==> src/rtl/core/avcc_pkg.sv <==
// Shared types and constants of the AVC decoder configuration record parser.
// Used by the step logic, the result queue and the top level; no dependencies.
`default_nettype none

package avcc_pkg;

    // Largest record accepted; a byte at this position or later is an error.
    localparam int unsigned MAX_RECORD_BYTES = 1048576;
    localparam int unsigned POS_W = $clog2(MAX_RECORD_BYTES) + 1;

    // Fixed field widths of one result item.
    localparam int unsigned KIND_W = 3;
    localparam int unsigned IDX_W  = 8;
    localparam int unsigned OFF_W  = 20;
    localparam int unsigned LEN_W  = 16;

    // Record layout constants.
    localparam int unsigned HEADER_BYTES = 5;
    localparam logic [7:0]  MARK_MASK    = 8'b1110_0000;
    localparam logic [7:0]  COUNT_MASK   = 8'b0001_1111;

    // Result queue geometry.
    localparam int unsigned Q_DEPTH = 4;
    localparam int unsigned Q_PTR_W = $clog2(Q_DEPTH);
    localparam int unsigned Q_CNT_W = $clog2(Q_DEPTH + 1);

    typedef enum logic [3:0] {
        PH_HEADER,
        PH_SPS_COUNT,
        PH_SPS_LEN_HI,
        PH_SPS_LEN_LO,
        PH_SPS_SKIP,
        PH_PPS_COUNT,
        PH_PPS_LEN_HI,
        PH_PPS_LEN_LO,
        PH_PPS_SKIP,
        PH_TRAILER,
        PH_ERROR
    } phase_t;

    typedef enum logic [KIND_W-1:0] {
        K_SPS    = 3'd0,
        K_PPS    = 3'd1,
        K_DONE   = 3'd2,
        K_MARKER = 3'd3,
        K_NO_SPS = 3'd4,
        K_NO_PPS = 3'd5,
        K_TRUNC  = 3'd6,
        K_LONG   = 3'd7
    } kind_t;

    // Parser state carried from one byte to the next.
    typedef struct packed {
        phase_t             phase;
        logic [POS_W-1:0]   position;
        logic [7:0]         entries_left;
        logic [IDX_W-1:0]   current_index;
        logic [7:0]         length_high;
        logic [LEN_W-1:0]   skip_left;
    } state_t;

    // One result item.
    typedef struct packed {
        kind_t              kind;
        logic [IDX_W-1:0]   entry_index;
        logic [OFF_W-1:0]   byte_offset;
        logic [LEN_W-1:0]   payload_length;
        logic               end_of_run;
    } result_t;

    // Results caused by one byte: up to two, in order.
    typedef struct packed {
        logic [1:0] count;
        result_t    res0;
        result_t    res1;
    } step_out_t;

    localparam state_t STATE_RESET = '{phase: PH_HEADER, default: '0};

endpackage

`default_nettype wire

==> src/rtl/core/avcc_record_sps_pps_parser_top.sv <==
// Top level of the AVC decoder configuration record parser: input register,
// parser state, and result queue. Depends on avcc_pkg, avcc_step, avcc_out_queue.
// A byte accepted into the input register is parsed once the result queue has
// room, and its results are written into the queue that drives the master side.
// Throughput: one byte per cycle while the queue has room for two more results;
// a byte that yields two results puts both into the four-entry result queue.
// Reset: rst_n clears the parser state, the input register and the queue.
`default_nettype none

module avcc_record_sps_pps_parser_top (
    input  wire logic           clk,
    input  wire logic           rst_n,
    input  wire logic           s_tvalid,
    output logic                s_tready,
    input  wire logic [7:0]     s_tdata,    // [7:0] data_byte
    input  wire logic           s_tlast,    // is_final
    output logic                m_tvalid,
    input  wire logic           m_tready,
    output logic [47:0]         m_tdata,    // [7:0] entry_index, [27:8] byte_offset,
                                            // [43:28] payload_length, [47:44] zero
    output logic [2:0]          m_tuser,    // [2:0] kind
    output logic                m_tlast     // end_of_run
);
    import avcc_pkg::*;

    logic                   in_vld_reg;
    logic                   in_vld_next;
    logic [7:0]             in_byte_reg;
    logic                   in_fin_reg;
    state_t                 state_reg;
    state_t                 state_next;
    step_out_t              step_res;
    logic [Q_CNT_W-1:0]     q_fill;
    logic                   fire;
    logic [1:0]             push_count;
    result_t                out_item;

    // A byte is parsed when the queue has room for both possible results.
    assign fire       = in_vld_reg && (q_fill <= Q_CNT_W'(Q_DEPTH - 2));
    assign s_tready   = !in_vld_reg || fire;
    assign push_count = fire ? step_res.count : 2'd0;

    always_comb
    begin
        in_vld_next = in_vld_reg;
        if (s_tvalid && s_tready)
            in_vld_next = 1'b1;
        else if (fire)
            in_vld_next = 1'b0;
    end

    // Input register.
    always_ff @(posedge clk or negedge rst_n)
    begin
        if (!rst_n)
            in_vld_reg <= 1'b0;
        else
            in_vld_reg <= in_vld_next;
    end

    always_ff @(posedge clk)
    begin
        if (s_tvalid && s_tready)
        begin
            in_byte_reg <= s_tdata;
            in_fin_reg  <= s_tlast;
        end
    end

    // Parser state.
    always_ff @(posedge clk or negedge rst_n)
    begin
        if (!rst_n)
            state_reg <= STATE_RESET;
        else if (fire)
            state_reg <= state_next;
    end

    avcc_step u_step (
        .cur       (state_reg),
        .data_byte (in_byte_reg),
        .is_final  (in_fin_reg),
        .nxt       (state_next),
        .res       (step_res)
    );

    avcc_out_queue u_queue (
        .clk        (clk),
        .rst_n      (rst_n),
        .push_count (push_count),
        .push0      (step_res.res0),
        .push1      (step_res.res1),
        .fill       (q_fill),
        .out_valid  (m_tvalid),
        .out_ready  (m_tready),
        .out_item   (out_item)
    );

    assign m_tdata = {4'b0000, out_item.payload_length, out_item.byte_offset,
                      out_item.entry_index};
    assign m_tuser = out_item.kind;
    assign m_tlast = out_item.end_of_run;

`ifndef SYNTHESIS
    a_error_is_silent: assert property (@(posedge clk) disable iff (!rst_n)
        (fire && (state_reg.phase == PH_ERROR)) |-> (step_res.count == 2'd0))
        else $error("result produced while in error state");

    a_final_restarts: assert property (@(posedge clk) disable iff (!rst_n)
        (fire && in_fin_reg) |=> (state_reg.phase == PH_HEADER) && (state_reg.position == '0))
        else $error("parser did not restart after final byte");

    a_terminal_is_last: assert property (@(posedge clk) disable iff (!rst_n)
        (m_tvalid && ((m_tuser == K_DONE) || (m_tuser == K_TRUNC))) |-> m_tlast)
        else $error("terminal result without end of run");

    a_room_for_results: assert property (@(posedge clk) disable iff (!rst_n)
        fire |-> (q_fill + Q_CNT_W'(step_res.count) <= Q_CNT_W'(Q_DEPTH)))
        else $error("byte parsed without queue room");
`endif

endmodule

`default_nettype wire

==> src/rtl/core/avcc_step.sv <==
// Combinational next-state and result logic for one record byte.
// Depends on avcc_pkg for the state, phase and result types.
`default_nettype none

module avcc_step (
    input  var avcc_pkg::state_t    cur,
    input  wire logic [7:0]         data_byte,
    input  wire logic               is_final,
    output avcc_pkg::state_t        nxt,
    output avcc_pkg::step_out_t     res
);
    import avcc_pkg::*;

    state_t             st;
    result_t            r_body;
    logic               has_body;
    logic [POS_W-1:0]   pos_inc;
    logic [LEN_W-1:0]   new_len;
    result_t            r_term;
    logic               is_sps_len;
    logic               is_sps_skip;
    logic [LEN_W-1:0]   skip_dec;
    logic [7:0]         left_dec;

    assign pos_inc     = cur.position + POS_W'(1);
    assign new_len     = {cur.length_high, data_byte};
    assign is_sps_len  = (cur.phase == PH_SPS_LEN_LO);
    assign is_sps_skip = (cur.phase == PH_SPS_SKIP);
    assign skip_dec    = cur.skip_left - LEN_W'(1);
    assign left_dec    = cur.entries_left - 8'd1;

    // Body of the step: phase-dependent parsing of the byte.
    always_comb
    begin
        st       = cur;
        r_body   = '0;
        has_body = 1'b0;
        if (cur.phase != PH_ERROR)
        begin
            if (cur.position >= POS_W'(MAX_RECORD_BYTES))
            begin
                r_body.kind = K_LONG;
                has_body    = 1'b1;
                st.phase    = PH_ERROR;
            end
            else
            begin
                st.position = pos_inc;
                unique case (cur.phase)
                    PH_HEADER:
                    begin
                        if (pos_inc >= POS_W'(HEADER_BYTES))
                        begin
                            st.phase = PH_SPS_COUNT;
                        end
                    end
                    PH_SPS_COUNT:
                    begin
                        if ((data_byte & MARK_MASK) != MARK_MASK)
                        begin
                            r_body.kind = K_MARKER;
                            has_body    = 1'b1;
                            st.phase    = PH_ERROR;
                        end
                        else if ((data_byte & COUNT_MASK) == 8'd0)
                        begin
                            r_body.kind = K_NO_SPS;
                            has_body    = 1'b1;
                            st.phase    = PH_ERROR;
                        end
                        else
                        begin
                            st.entries_left  = data_byte & COUNT_MASK;
                            st.current_index = '0;
                            st.phase         = PH_SPS_LEN_HI;
                        end
                    end
                    PH_PPS_COUNT:
                    begin
                        if (data_byte == 8'd0)
                        begin
                            r_body.kind = K_NO_PPS;
                            has_body    = 1'b1;
                            st.phase    = PH_ERROR;
                        end
                        else
                        begin
                            st.entries_left  = data_byte;
                            st.current_index = '0;
                            st.phase         = PH_PPS_LEN_HI;
                        end
                    end
                    PH_SPS_LEN_HI:
                    begin
                        st.length_high = data_byte;
                        st.phase       = PH_SPS_LEN_LO;
                    end
                    PH_PPS_LEN_HI:
                    begin
                        st.length_high = data_byte;
                        st.phase       = PH_PPS_LEN_LO;
                    end
                    PH_SPS_LEN_LO, PH_PPS_LEN_LO:
                    begin
                        st.skip_left          = new_len;
                        r_body.kind           = is_sps_len ? K_SPS : K_PPS;
                        r_body.entry_index    = cur.current_index;
                        r_body.byte_offset    = OFF_W'(pos_inc);
                        r_body.payload_length = new_len;
                        has_body              = 1'b1;
                        if (new_len == '0)
                        begin
                            // Empty entry: it ends at its own length byte.
                            st.entries_left  = left_dec;
                            st.current_index = cur.current_index + IDX_W'(1);
                            if (left_dec == 8'd0)
                                st.phase = is_sps_len ? PH_PPS_COUNT : PH_TRAILER;
                            else
                                st.phase = is_sps_len ? PH_SPS_LEN_HI : PH_PPS_LEN_HI;
                        end
                        else
                        begin
                            st.phase = is_sps_len ? PH_SPS_SKIP : PH_PPS_SKIP;
                        end
                    end
                    PH_SPS_SKIP, PH_PPS_SKIP:
                    begin
                        st.skip_left = skip_dec;
                        if (skip_dec == '0)
                        begin
                            st.entries_left  = left_dec;
                            st.current_index = cur.current_index + IDX_W'(1);
                            if (left_dec == 8'd0)
                                st.phase = is_sps_skip ? PH_PPS_COUNT : PH_TRAILER;
                            else
                                st.phase = is_sps_skip ? PH_SPS_LEN_HI : PH_PPS_LEN_HI;
                        end
                    end
                    default:
                    begin
                        // Trailing bytes after the last PPS are ignored.
                    end
                endcase
            end
        end
    end

    // Final byte: terminal result unless an error was reported, then restart; a body result alone is marked end of run.
    always_comb
    begin
        nxt    = st;
        r_term = '0;
        res    = '0;
        r_term.kind = (st.phase == PH_TRAILER) ? K_DONE : K_TRUNC;
        r_term.end_of_run = 1'b1;
        if (is_final)
        begin
            nxt = STATE_RESET;
        end
        if (is_final && (st.phase != PH_ERROR))
        begin
            if (has_body)
            begin
                res.count = 2'd2;
                res.res0  = r_body;
                res.res1  = r_term;
            end
            else
            begin
                res.count = 2'd1;
                res.res0  = r_term;
            end
        end
        else if (has_body)
        begin
            res.count           = 2'd1;
            res.res0            = r_body;
            res.res0.end_of_run = 1'b1;
        end
    end

endmodule

`default_nettype wire

==> src/rtl/core/avcc_out_queue.sv <==
// Small result queue that takes up to two items a cycle and drives the output stream.
// Depends on avcc_pkg for the result type and queue geometry.
`default_nettype none

module avcc_out_queue (
    input  wire logic                       clk,
    input  wire logic                       rst_n,
    input  wire logic [1:0]                 push_count,
    input  var avcc_pkg::result_t           push0,
    input  var avcc_pkg::result_t           push1,
    output logic [avcc_pkg::Q_CNT_W-1:0]    fill,
    output logic                            out_valid,
    input  wire logic                       out_ready,
    output avcc_pkg::result_t               out_item
);
    import avcc_pkg::*;

    result_t                entry_reg [Q_DEPTH];
    logic [Q_PTR_W-1:0]     wr_ptr_reg;
    logic [Q_PTR_W-1:0]     wr_ptr_next;
    logic [Q_PTR_W-1:0]     rd_ptr_reg;
    logic [Q_PTR_W-1:0]     rd_ptr_next;
    logic [Q_CNT_W-1:0]     count_reg;
    logic [Q_CNT_W-1:0]     count_next;
    logic [Q_PTR_W-1:0]     wr_ptr_1;
    logic                   pop;

    assign fill      = count_reg;
    assign out_valid = (count_reg != '0);
    assign out_item  = entry_reg[rd_ptr_reg];
    assign pop       = out_valid && out_ready;
    assign wr_ptr_1  = wr_ptr_reg + Q_PTR_W'(1);

    // Pointer and fill-level update.
    always_comb
    begin
        wr_ptr_next = wr_ptr_reg + Q_PTR_W'(push_count);
        rd_ptr_next = rd_ptr_reg + Q_PTR_W'(pop);
        count_next  = count_reg + Q_CNT_W'(push_count) - Q_CNT_W'(pop);
    end

    always_ff @(posedge clk or negedge rst_n)
    begin
        if (!rst_n)
        begin
            wr_ptr_reg <= '0;
            rd_ptr_reg <= '0;
            count_reg  <= '0;
        end
        else
        begin
            wr_ptr_reg <= wr_ptr_next;
            rd_ptr_reg <= rd_ptr_next;
            count_reg  <= count_next;
        end
    end

    // Entry storage: first item at the write pointer, second just after it.
    always_ff @(posedge clk)
    begin
        for (int i = 0; i < Q_DEPTH; i++)
        begin
            if ((push_count != 2'd0) && (wr_ptr_reg == Q_PTR_W'(i)))
                entry_reg[i] <= push0;
            else if ((push_count == 2'd2) && (wr_ptr_1 == Q_PTR_W'(i)))
                entry_reg[i] <= push1;
        end
    end

`ifndef SYNTHESIS
    a_no_overflow: assert property (@(posedge clk) disable iff (!rst_n)
        count_reg <= Q_CNT_W'(Q_DEPTH))
        else $error("result queue overflow");

    a_ptr_gap: assert property (@(posedge clk) disable iff (!rst_n)
        (count_reg == Q_CNT_W'(Q_DEPTH)) || (wr_ptr_reg == rd_ptr_reg + Q_PTR_W'(count_reg)))
        else $error("result queue pointers disagree with fill level");

    a_push_only_when_room: assert property (@(posedge clk) disable iff (!rst_n)
        (push_count == 2'd3) |-> 1'b0)
        else $error("illegal push count");
`endif

endmodule

`default_nettype wire
==> config.mk <==
export PLATFORM = sky130hd
export DESIGN_NAME = avcc_record_sps_pps_parser_top
export DESIGN_NICKNAME = d
export VERILOG_FILES = /design/src/rtl/core/avcc_pkg.sv /design/src/rtl/core/avcc_record_sps_pps_parser_top.sv /design/src/rtl/core/avcc_step.sv /design/src/rtl/core/avcc_out_queue.sv
export SDC_FILE = /design/constraint.sdc
export NUM_CORES = 1
export LEC_CHECK = 0
export ABC_AREA = 1
export BUFFER_PORTS_ARGS = -buffer_cell sky130_fd_sc_hd__buf_4
export CELL_PAD_IN_SITES_DETAIL_PLACEMENT = 0
export CELL_PAD_IN_SITES_GLOBAL_PLACEMENT = 1
export CORE_AREA = 2 2 188 190
export CTS_CLUSTER_DIAMETER = 100
export DETAILED_ROUTE_END_ITERATION = 12
export DIE_AREA = 0 0 190 192
export GPL_TIMING_DRIVEN = 1
export PLACE_DENSITY = 0.78
export SKIP_CTS_REPAIR_TIMING = 1
export SLEW_MARGIN = 25
export SYNTH_ARGS = -nofsm -noshare
export SYNTH_HDL_FRONTEND = slang
export SYNTH_SLANG_ARGS = --single-unit
==> constraint.sdc <==
create_clock -name clk -period 15.6 [get_ports clk]
set_input_delay 1.56 -clock clk [delete_from_list [all_inputs] [get_ports clk]]
set_output_delay 1.56 -clock clk [all_outputs]
set_load 0.02 [all_outputs]
==> run summary, run 1 <==
The starting density of the core came out at 39.9%. The area added between synthesis and finish is 14.4%. The final route contains 11,100 vias. The average vias per placed instance is roughly 5.2.

The worst setup path is launched from a register. The post-synthesis mux area share came out at 0%. The maximum number of buffers from clock root to sink is 3. The worst path meets setup with 10.33 ns of slack.

The remaining global-route overflow is 0. The run finished with clean final reports. The count of nets left with antenna violations once routing finished came out at 0. The relative max-transition margin came out at between 30% and 40%. The min-delay analysis places its worst path in the category reg2reg. The average footprint of a synthesized cell is roughly 8.4 µm².

The initial antenna violation count came to 0. The largest driver fanout on the critical path is 77. The cell area after placement came out at around 15,000 µm². The cell area after technology mapping is around 14,000 µm².

During I/O placement, the number of pins put on the boundary was 67. Summed over all failing endpoints, the final setup total negative slack is 0 ns. After Yosys synthesis, XOR and XNOR cells account for 1.22% of the synthesized area. The leakage power is 6.31 nW. The vertical die dimension is 192 µm. The floorplan step defined a die boundary enclosing approximately 36,000 µm². Input and output buffers added on the ports amount to 62.

The total clock sinks is 274. The total of max-cap violations is 0. The non-filler instance count after layout came out at ~2,100. By area, the combinational part of the netlist is dominated by simple AND/OR/NAND/NOR gates. The highest achievable clock rate came out at 190 MHz.

The post-DP HPWL came out at 24,000 µm. Summing the sequential cell areas from Yosys gives 54.2% of the chip area. The pin count of the biggest net entering global routing came out at 94. Setup repair after global routing left no endpoint under its margin. Synthesis instantiated 40 different standard cells from the library.

The master cell of the clock root buffer is clkbuf_16. The overall global routing resource usage came out at between 10% and 20%. Synthesis produced 1,620 cells.

The final design area excluding fillers came out at 15,600 µm². Cells with a size suffix above 1 make up roughly an eighth of the layout. The complex-gate fraction of the synthesized area is 14.3%. The area occupied by multi-input gates came out at 5320 µm².

For the worst setup path, the data required time is 14.04 ns. The placer's final routability congestion estimate is roughly 0.89. nor2_1 is the most common cell in the netlist.

The first-pass GRT wire length came out at 57,700 µm. The element type at the critical path end is a primary output. In this run the number of H-tree levels came out at 1. The first-iteration detailed-routing DRC count is 741. After synthesis, the most frequently instantiated cells are nor2_1 (292), nand2_1 (246), o21ai_0 (198).

The detailed-route DRC error count came out at 0. The storage element area came out at 7420 µm². The flop and latch count out of synthesis is 274.

The via count of the first global-routing pass is 10,700. The worst setup path is of the reg2out kind. The area of the placeable core is about 34,000 µm². The average wire length per cell after detail routing came out at 17.0 µm. The total instance count after detailed placement came out at a little over 2,000. The final-report setup violation count is 0.

The length of the first detailed-routing pass in iterations came out at 5. The number of antenna diodes came out at 0. The post-layout net count came out at 1,683.

The power consumption is 3.10 mW. The final hold violation count is 0. The number of warning messages in the yosys log is 0. Summing the areas of all fa, ha and maj instances in the mapped netlist gives about 1.5% of the synthesized area. The flip-flop count of the largest register, all copies and words added came out at 192. At the worst endpoint, the arrival time is 3.71 ns.

The utilization after layout is 45.6%. The share of the cycle needed by the critical path after routing is between 30% and 40%. The async set-or-reset flop fraction in the synthesized netlist is 26.6%. The number of inserted filler cells in the final layout is around 3,200.

The number of clock buffers inserted by TritonCTS came out at 30. The later pin in the worst-skew pair is clocked with a latency of 0.55 ns. By area the synthesized netlist is led by edfxtp_1 (34%), dfrtp_1 (13%), nor2_1 (8.0%), o21ai_0 (7.2%), nand2_1 (6.8%). The total detailed-routing wirelength is 36,200 µm.

The setup clock skew after layout came out at ~0.016 ns. The width of the chip is 190 µm. The share of synthesized area in the top cell type comes to around a third. In the synthesized netlist the dominant register cell turns out to be edfxtp_1.

The register clock-pin slew on the reported worst setup and hold paths is 0.06 ns. The number of core rows came out at 68. The setup slack after placement is 10.47 ns. The simple-gate share of the synthesized area is between 20% and 30%. The power per standard cell area is 198 nW/µm². The final count of pins violating max slew is 0. TritonCTS built the clock tree. Subtracting the final worst setup slack from the clock period gives 5.27 ns. The count of flip-flops with a built-in enable after synthesis is ~160. The biggest area contributor in the post-synthesis netlist is edfxtp_1.

Hold timing on the final database bottoms out at a slack of 0.469 ns. The slew at the pin closest to its max-slew limit is 1.00 ns. The largest vdd supply drop is about 0.12 mV.
==> logic make-up (layout without fill, tap and decap cells) <==
group / Yosys count / count (layout)
and+or+nand+nor: 685 / 685
adders and majority gates: 16 / 16
DFF: 274 / 274
buffers and inverters: 260 / 315
xor gates and xnor gates: 19 / 19
AOI/OAI and AO/OA: 365 / 365
other: 1 / 4
==> where the power goes <==
group	internal [mW]	total [mW]	leakage, nW	switching, mW
Sequential	0.950	1.06	2.79	0.110
Combinational	0.414	1.28	2.99	0.867
Clock	0.466	0.761	0.528	0.295
Total	1.83	3.10	6.31	1.27
==> cell type report <==
cell class	instances	area share, %
Sequential cell	274	47.4
Multi-Input combinational cell	1089	34.0
Clock buffer	38	5.38
Inverter	183	4.40
Timing Repair Buffer	76	3.65
Tap cell	455	3.64
Clock inverter	18	1.52
==> cell usage in the layout, fill, tap and decap left out, types with 9 or more instances in the layout <==
master | Yosys | final
nand4_1 | 13 | 13
nand3_1 | 76 | 76
xor2_1 | 14 | 14
a21oi_1 | 69 | 68
edfxtp_1 | 156 | 156
ha_1 | 15 | 15
nor3_1 | 12 | 12
buf_4 | 5 | 76
dfxtp_1 | 45 | 45
nor2_2 | 17 | 17
nor2_1 | 292 | 289
nor2_4 | 6 | 9
inv_2 | 15 | 16
clkbuf_16 | 0 | 31
nand2_1 | 246 | 246
inv_1 | 165 | 163
o22ai_1 | 76 | 76
dfrtp_1 | 73 | 72
nand2_2 | 11 | 10
o21ai_1 | 13 | 13
o21ai_0 | 198 | 195
==> critical path: stages (launching register included) <==
cell and delay [ns]:
dfrtp_4 0.84, clkinv_2 0.83, buf_4 0.63, a21oi_1 0.23, o21ai_0 0.12, o21ai_0 0.22, buf_4 0.23
==> per-layer routing <==
| metal | track usage [%] | wire length (µm) | vias up | share of wire, % |
|---|---|---|---|---|
| met5 | 0 | 0 | - | 0 |
| met4 | 4.92 | 835 | 0 | 2.3 |
| met3 | 2.38 | 1830 | 50 | 5.1 |
| met2 | 32.4 | 16700 | 268 | 46 |
| met1 | 28.1 | 16800 | 5284 | 47 |
| li1 | - | - | 5482 | - |
==> final timing paths <==
kind | startpoint | to | slack [ns] | cells after the start
max | u_queue.rd_ptr_reg[0]$_DFF_PN0_ | m_tdata[31] | 10.33 | 6
min | u_queue.entry_reg[2][28]$_SDFFE_PP0P_ | u_queue.entry_reg[2][28]$_SDFFE_PP0P_ | 0.47 | 2
max reg2reg | state_reg[32]$_DFFE_PN0P_ | u_queue.entry_reg[0][25]$_SDFFCE_PP0P_ | 10.44 | 27
min reg2reg | u_queue.entry_reg[2][28]$_SDFFE_PP0P_ | u_queue.entry_reg[2][28]$_SDFFE_PP0P_ | 0.47 | 2
max in group asynchronous | rst_n | u_queue.rd_ptr_reg[0]$_DFF_PN0_ | 13.62 | 2
min in group asynchronous | rst_n | state_reg[37]$_DFFE_PN0P_ | 0.90 | 1
No activity file was read; power rests on OpenSTA's default activity.
==> run 2: changes to the inputs <==
==> constraint.sdc (replaced) <==
create_clock -name clk -period 5.49 [get_ports clk]
set_input_delay 0.549 -clock clk [delete_from_list [all_inputs] [get_ports clk]]
set_output_delay 0.549 -clock clk [all_outputs]
set_load 0.02 [all_outputs]
==> run 2 against run 1 <==
- combinational power rose to 2.9 times the previous value
- clock power rose by 150%
- sequential cell count did not move
- routed wire length rose by 0.18%
- power rose to 2.8 times the previous value
- largest cell class unchanged
==> run summary, run 2 (synthesis gave the netlist of run 1 again) <==
The run finished with clean final reports. The reg-to-reg startpoint is state_reg[40]$_DFFE_PN0P_. The path depth of the worst reg2reg path is 21.

The number of core rows came out at between 60 and 70. Routability-driven placement finished with a final weighted congestion of 0.906. The initial antenna violation count is 0. The required time of the worst setup path came out at around 5.7 ns. The length of the first detailed-routing pass in iterations is 5. The pin count of the biggest net entering global routing came out at between 50 and 60. The highest cell delay on the worst timing path came out at between 0.5 and 0.6 ns.

The residual antenna-violating net count after detailed routing came out at 0. The average vias per placed instance came out at roughly 5.2. The count of pins on the block boundary is 67. The multi-input combinational cells in the finished layout cover a total of 5310 µm². The region available for standard cell placement spans 34,300 µm².

In this run the most critical hold path is launched from s_tdata[5]. The width of the chip is roughly 190 µm. The largest individual stage delay along the critical path comes from the cell dfrtp_1.

The routed design could run at a clock period as short as 4.65 ns. The final design area excluding fillers is 15,600 µm². The total instance count after detailed placement came out at 2,084. The post-DP HPWL is 23,900 µm.

The class of the most critical hold timing path is in2reg. The total via count after detailed routing came out at 11,100. Counting every sink on the clock net gives between 200 and 300. The final hold violation count is 0. The largest vdd supply drop is 0.262 mV. In the layout the commonest cells are nor2_1 (289), nand2_1 (246), o21ai_0 (195). The area added between synthesis and finish is 13.7%. The remaining global-route overflow came out at 0. The critical path in this run is classified as reg2reg.

In the final layout, the share of cells above drive strength 1 is 11.8%. The floorplan step defined a die boundary enclosing ~36,000 µm². The detailed-route DRC error count is 0. The post-layout net count came out at 1,690.

The total of max-cap violations came out at 0. For this configuration, the core starts out at a cell density of 39.9%. The first global-routing pass estimated 57,600 µm of wire. TritonCTS built the clock tree. The storage element area is 7410 µm².

The number of stages on the worst hold path is 1. The number of clock buffers inserted by TritonCTS is 29. In this run the critical register-to-register path is captured at u_queue.entry_reg[1][18]$_SDFFCE_PP0P_. STA classifies the critical path endpoint as a register. The setup TNS came out at 0 ns. In this run the number of H-tree levels came out at 1.

The worst setup path is launched from a register. For the worst-skew pair, the clock arrives at the later sink with an insertion delay of 0.56 ns. The detailed router finished its first iteration with 848 violations. The final critical path takes up 84.6% of the cycle. In this run the clock root is driven by a clkbuf_16. The number of inserted filler cells in the final layout came out at ~3,400. The via count of the first global-routing pass is 10,500. The register with the most flip-flops in the layout has 192 of them.

The register clock-pin slew on the reported worst setup and hold paths came out at around 0.06 ns. The signal on the critical path passes through ha_1 > nand3_2 > inv_2 > nand2_2 > nor2_2 > xor2_1 > nand2_1 > nor2_1 > nand3_1 > o21ai_1 > nand2_1 > nand2_2 > nand2_2 > nor2_8 > nor2_8 > ha_1 > inv_1 > nor2_1 > nor2_1 > o21ai_4 > buf_4. The maximum number of buffers from clock root to sink is 3. Setup violations remaining at the end of the flow were counted as 0.

The number of antenna diodes is 0. Leaving out fill and tap cells, the most frequent cell in the layout is nor2_1. Headroom to the max-slew limit came out at 34.9%. The final count of pins violating max slew came out at 0. The total detailed-routing wirelength came out at around 36,000 µm. In this run the cell area measured after placement is 14,600 µm². Global routing used 19.8% of the available tracks across all layers. For hold timing, the worst endpoint is in_byte_reg[5]$_DFFE_PP_. For this run, the number of standard cells in the final layout without fillers is 2,138. The largest driver fanout on the critical path came out at 19.

The count of buffers added on input and output ports is between 60 and 70. The setup clock skew after layout is 0.0241 ns. The analysis attributes to cell leakage a power of 6.27 nW. In the final routed layout, each cell accounts on average for 16.9 µm.

The highest achievable clock rate is ~220 MHz. Across all register-to-register paths, the minimum setup slack is 0.84 ns. The die is about 190 µm tall. After layout, the design draws a total of 8.55 mW. The power per standard cell area came out at 550 nW/µm². The data arrival time at the worst-slack endpoint is 4.86 ns.

The slew at the pin closest to its max-slew limit came out at a little under 1 ns. Setup repair after global routing left no endpoint under its margin.
## run 2: layout make-up
class	instances	share of cell area [%]
well taps	455	3.66
flip-flops and latches	274	47.7
repair buffers	84	4.23
clock inverters	16	0.869
multi-input cells	1089	34.2
clock buffers	37	4.99
inverters	183	4.43
## run 2: layer usage
layer	GRT usage (%)	part of all wire, %	up-vias
met1	28.2	47	5294
met2	32.4	46	251
met3	2.58	5.3	43
li1	-	-	5485
met4	4.17	1.6	0
met5	0	0	-
## run 2: worst max-delay path by stage
| stage | start | endpoint | slack, ns | cells after the start |
|---|---|---|---|---|
| 3_3_place_gp | state_reg[40]$_DFFE_PN0P_ | u_queue.entry_reg[2][47]$_DFFE_PP_ | 0.93 | 23 |
| 4_1_cts | state_reg[40]$_DFFE_PN0P_ | u_queue.entry_reg[1][23]$_SDFFCE_PP0P_ | 0.82 | 21 |
| 5_1_grt | state_reg[40]$_DFFE_PN0P_ | u_queue.entry_reg[2][47]$_DFFE_PP_ | 0.41 | 24 |
| 3_5_place_dp | state_reg[40]$_DFFE_PN0P_ | u_queue.entry_reg[2][47]$_DFFE_PP_ | 0.83 | 23 |
| 2_1_floorplan | state_reg[32]$_DFFE_PN0P_ | u_queue.entry_reg[0][0]$_DFFE_PP_ | -1.30 | 21 |
| 6_report | state_reg[40]$_DFFE_PN0P_ | u_queue.entry_reg[1][18]$_SDFFCE_PP0P_ | 0.84 | 21 |
## run 2: critical path, delay by kind of cell (launching register included)
kind | cells | cell delay [ns]
AND/OR/NAND/NOR | 13 | 1.49
AO/OA/AOI/OAI | 2 | 0.72
adder cells (fa/ha/maj) | 2 | 0.65
buffers and inverters | 3 | 0.62
flip-flops | 1 | 0.59
XOR/XNOR | 1 | 0.24
## run 2: power breakdown
| part | total, mW | switching, mW | internal (mW) |
|---|---|---|---|
| sequential | 2.94 | 0.239 | 2.70 |
| combinational | 3.72 | 2.52 | 1.20 |
| clock | 1.89 | 0.806 | 1.09 |
| total | 8.55 | 3.56 | 4.99 |
## run 2: per-stage QoR
stage                     util [%]  hold slack (ns)  setup slack (ns)
after floorplan                  -            0.253             -1.30
after global placement        42.7            0.458             0.927
after detailed placement      42.7            0.463             0.830
after CTS                     45.3          -0.0619             0.821
after global routing          45.4            0.150             0.408
final                         45.4            0.174             0.843
==> run 3: changes to the inputs <==
--- a/config.mk
+++ b/config.mk
@@ -14,7 +14,7 @@
 export DETAILED_ROUTE_END_ITERATION = 12
 export DIE_AREA = 0 0 190 192
 export GPL_TIMING_DRIVEN = 1
-export PLACE_DENSITY = 0.78
+export PLACE_DENSITY = 0.81
 export SKIP_CTS_REPAIR_TIMING = 1
 export SLEW_MARGIN = 25
 export SYNTH_ARGS = -nofsm -noshare
==> constraint.sdc (replaced) <==
create_clock -name clk -period 4 [get_ports clk]
set_input_delay 0.4 -clock clk [delete_from_list [all_inputs] [get_ports clk]]
set_output_delay 0.4 -clock clk [all_outputs]
set_load 0.02 [all_outputs]
==> run 3 against run 2 <==
- sequential power increased by 37%
- utilization increased by 1.6 points
- power increased by 40%
- clock-buffer cell count grew 6
- final area increased by 3.5%
- critical endpoint is now u_queue.entry_reg[3][39]$_SDFFCE_PP0P_
- non-clock buffer count increased by 32
- setup slack lost 0.62 ns
- register-to-register slack worse by 0.62 ns
- largest power group unchanged
- routed wire length grew 2.6%
- first-iteration DRC count down 6.8%
==> run summary, run 3 (synthesis gave the netlist of run 1 again) <==
The power consumption came out at 12.0 mW. The remaining global-route overflow is 0. Setup repair after global routing left no endpoint under its margin.

The pre-antenna-repair detailed-routing pass consisted of 5 iterations. The count of pins on the block boundary is 67. The final critical path time including I/O delays and setup is 3.77 ns.

The average vias per placed instance is 5.24. Tracing the worst setup path back leads to its startpoint at state_reg[44]$_DFFE_PN0P_. The worst setup path is of the reg2reg kind. The register with the most flip-flops in the layout has 192 of them. The via count of the first global-routing pass came out at 10,800. The clock passes through at most 3 buffers. For this run, the total global-route usage over all layers was measured as 20.0%.

The total of max-cap violations is 0. The final count of pins violating max slew came out at 0. The starting density of the core came out at 39.9%.

Summing all non-filler instances in the final layout gives an area of 16,100 µm². Prior to clock tree synthesis, the placed netlist has a worst setup slack of -0.0735 ns. Leaving out fill and tap cells, the most frequent cells in the layout are nor2_1 (274), nand2_1 (245), o21ai_0 (195).

The pin count of the biggest net entering global routing is 74. The first global-routing pass estimated 58,000 µm of wire. The total clock sinks is around 270.

VDD sags by at most 0.337 mV. STA classifies the critical path endpoint as a register. The worst slack on hold paths is between 0.03 and 0.04 ns. The register clock-pin slew on the reported worst setup and hold paths is 0.07 ns. Along the worst path, the maximum fanout reaches 24. The slew at the pin closest to its max-slew limit came out at 1.02 ns. After detailed routing, the number of remaining DRC violations is 0.

The path class of the tightest hold or removal check is in2reg. The final hold violation count is 0. The worst setup slack after layout is roughly 0.23 ns. The width of the chip came out at 190 µm. The vertical die dimension is 192 µm.

Routability-driven placement finished with a final weighted congestion of about 0.88. The setup clock skew after layout is 0.0219 ns. From synthesis to final layout, the design area changed by 17.7%. The share of the cycle needed by the critical path after routing came out at 94.3%. The initial antenna violation count came to 0. The region available for standard cell placement spans 34,300 µm². The power per standard cell area is 745 nW/µm². STA classifies the critical path startpoint as a register.

The startpoint of the tightest hold check path is s_tdata[5]. The average wire length per cell after detail routing came out at 17.1 µm. The cell area after placement came out at 14,800 µm².

The wire-length estimate of the detail-placed layout is 24,100 µm. The leakage power came out at 6.48 nW. The relative max-transition margin is about a third.

The data arrival time at the worst-slack endpoint came out at 4.00 ns. The master cell of the clock root buffer is clkbuf_16. In this run the number of H-tree levels came out at 1. Setup violations remaining at the end of the flow were counted as 0.

The share of post-route cells with drive strength above 1 came out at 15.2%. The required time of the worst setup path is 4.23 ns. The first routing iteration left 790 violations.

After routing, the total negative slack on setup checks comes to 0 ns. The residual antenna-violating net count after detailed routing is 0. The die covers about 36,000 µm². The clock latency reported for the late side of the worst-skew pair is 0.55 ns. The total detailed-routing wirelength is 37,200 µm.

The number of clock buffers inserted by TritonCTS came out at 28. The number of core rows is 68. The number of antenna diodes came out at 0. Static timing analysis puts the maximum clock frequency at 265 MHz.

The flow ran to the end, and the final reports show no timing, DRC or antenna violations. The most common library cell in the layout ignoring fill and taps is nor2_1. The quantity of I/O buffers inserted on ports is 62.

The startpoint identified for the worst register-to-register timing path is state_reg[44]$_DFFE_PN0P_. TritonCTS built the clock tree. Across all layers, the routed design uses 11,400 vias. The post-layout net count came out at 1,721.
## run 3: cell types whose count changed in the layout (fill, tap and decap cells not counted), sizes merged
cell	delta
buf	+28
bufinv	-2
clkbuf	+10
clkinv	-6
inv	+1
## run 3: critical path: stages, from the launching register on
cell,delay [ns]
dfrtp_1,0.41
nand2_1,0.15
nor2_1,0.23
nand2_1,0.08
nor2_1,0.10
nand2_1,0.08
xor2_1,0.37
nor2_1,0.10
nand2_1,0.09
o21ai_2,0.07
nand2_1,0.10
nand2_2,0.07
nand2_2,0.10
nor2_8,0.06
nor2_8,0.14
ha_4,0.14
inv_1,0.05
nor2_4,0.14
inv_1,0.10
nor2_2,0.12
inv_2,0.10
nor2_4,0.12
inv_1,0.09
o21ai_4,0.07
buf_4,0.14
buf_12,0.18
## run 3: area by class of cell
cell class	instances	area, µm²
fillers	3297	18200
clock buffers	43	787
well taps	455	569
clock inverters	9	72.6
repair buffers	116	1080
multi-input cells	1089	5480
flip-flops and latches	274	7420
inverters	183	688
## run 3: layer usage
layer	track usage (%)	vias to the layer above	wire [µm]
li1	-	5563	-
met1	27.5	5463	16900
met2	33.8	306	17700
met3	2.27	41	1940
met4	4.71	0	670
met5	0	-	0
## run 3: power by group
part | internal (mW) | total, mW | leakage (nW) | switching (mW)
registers | 3.70 | 4.02 | 2.78 | 0.323
logic | 1.89 | 5.51 | 3.28 | 3.62
clock network | 1.36 | 2.46 | 0.412 | 1.09
## run 3: stage by stage
step,util (%),instances
final,46.9,2169
after global routing,46.9,2169
after CTS,45.8,2154
after detailed placement,43.3,2102
after global placement,43.3,2102
after floorplan,-,1623
## run 3: final timing paths
check / depth (start not counted) / to / slack, ns
setup reg to reg: 25 / u_queue.entry_reg[3][39]$_SDFFCE_PP0P_ / 0.23
hold / removal: 1 / in_byte_reg[5]$_DFFE_PP_ / 0.04
max in group asynchronous: 2 / u_queue.rd_ptr_reg[0]$_DFF_PN0_ / 2.99
setup / recovery: 25 / u_queue.entry_reg[3][39]$_SDFFCE_PP0P_ / 0.23
hold reg to reg: 2 / u_queue.entry_reg[2][32]$_SDFFE_PP0P_ / 0.47
min in group asynchronous: 2 / state_reg[10]$_DFFE_PN0P_ / 0.47
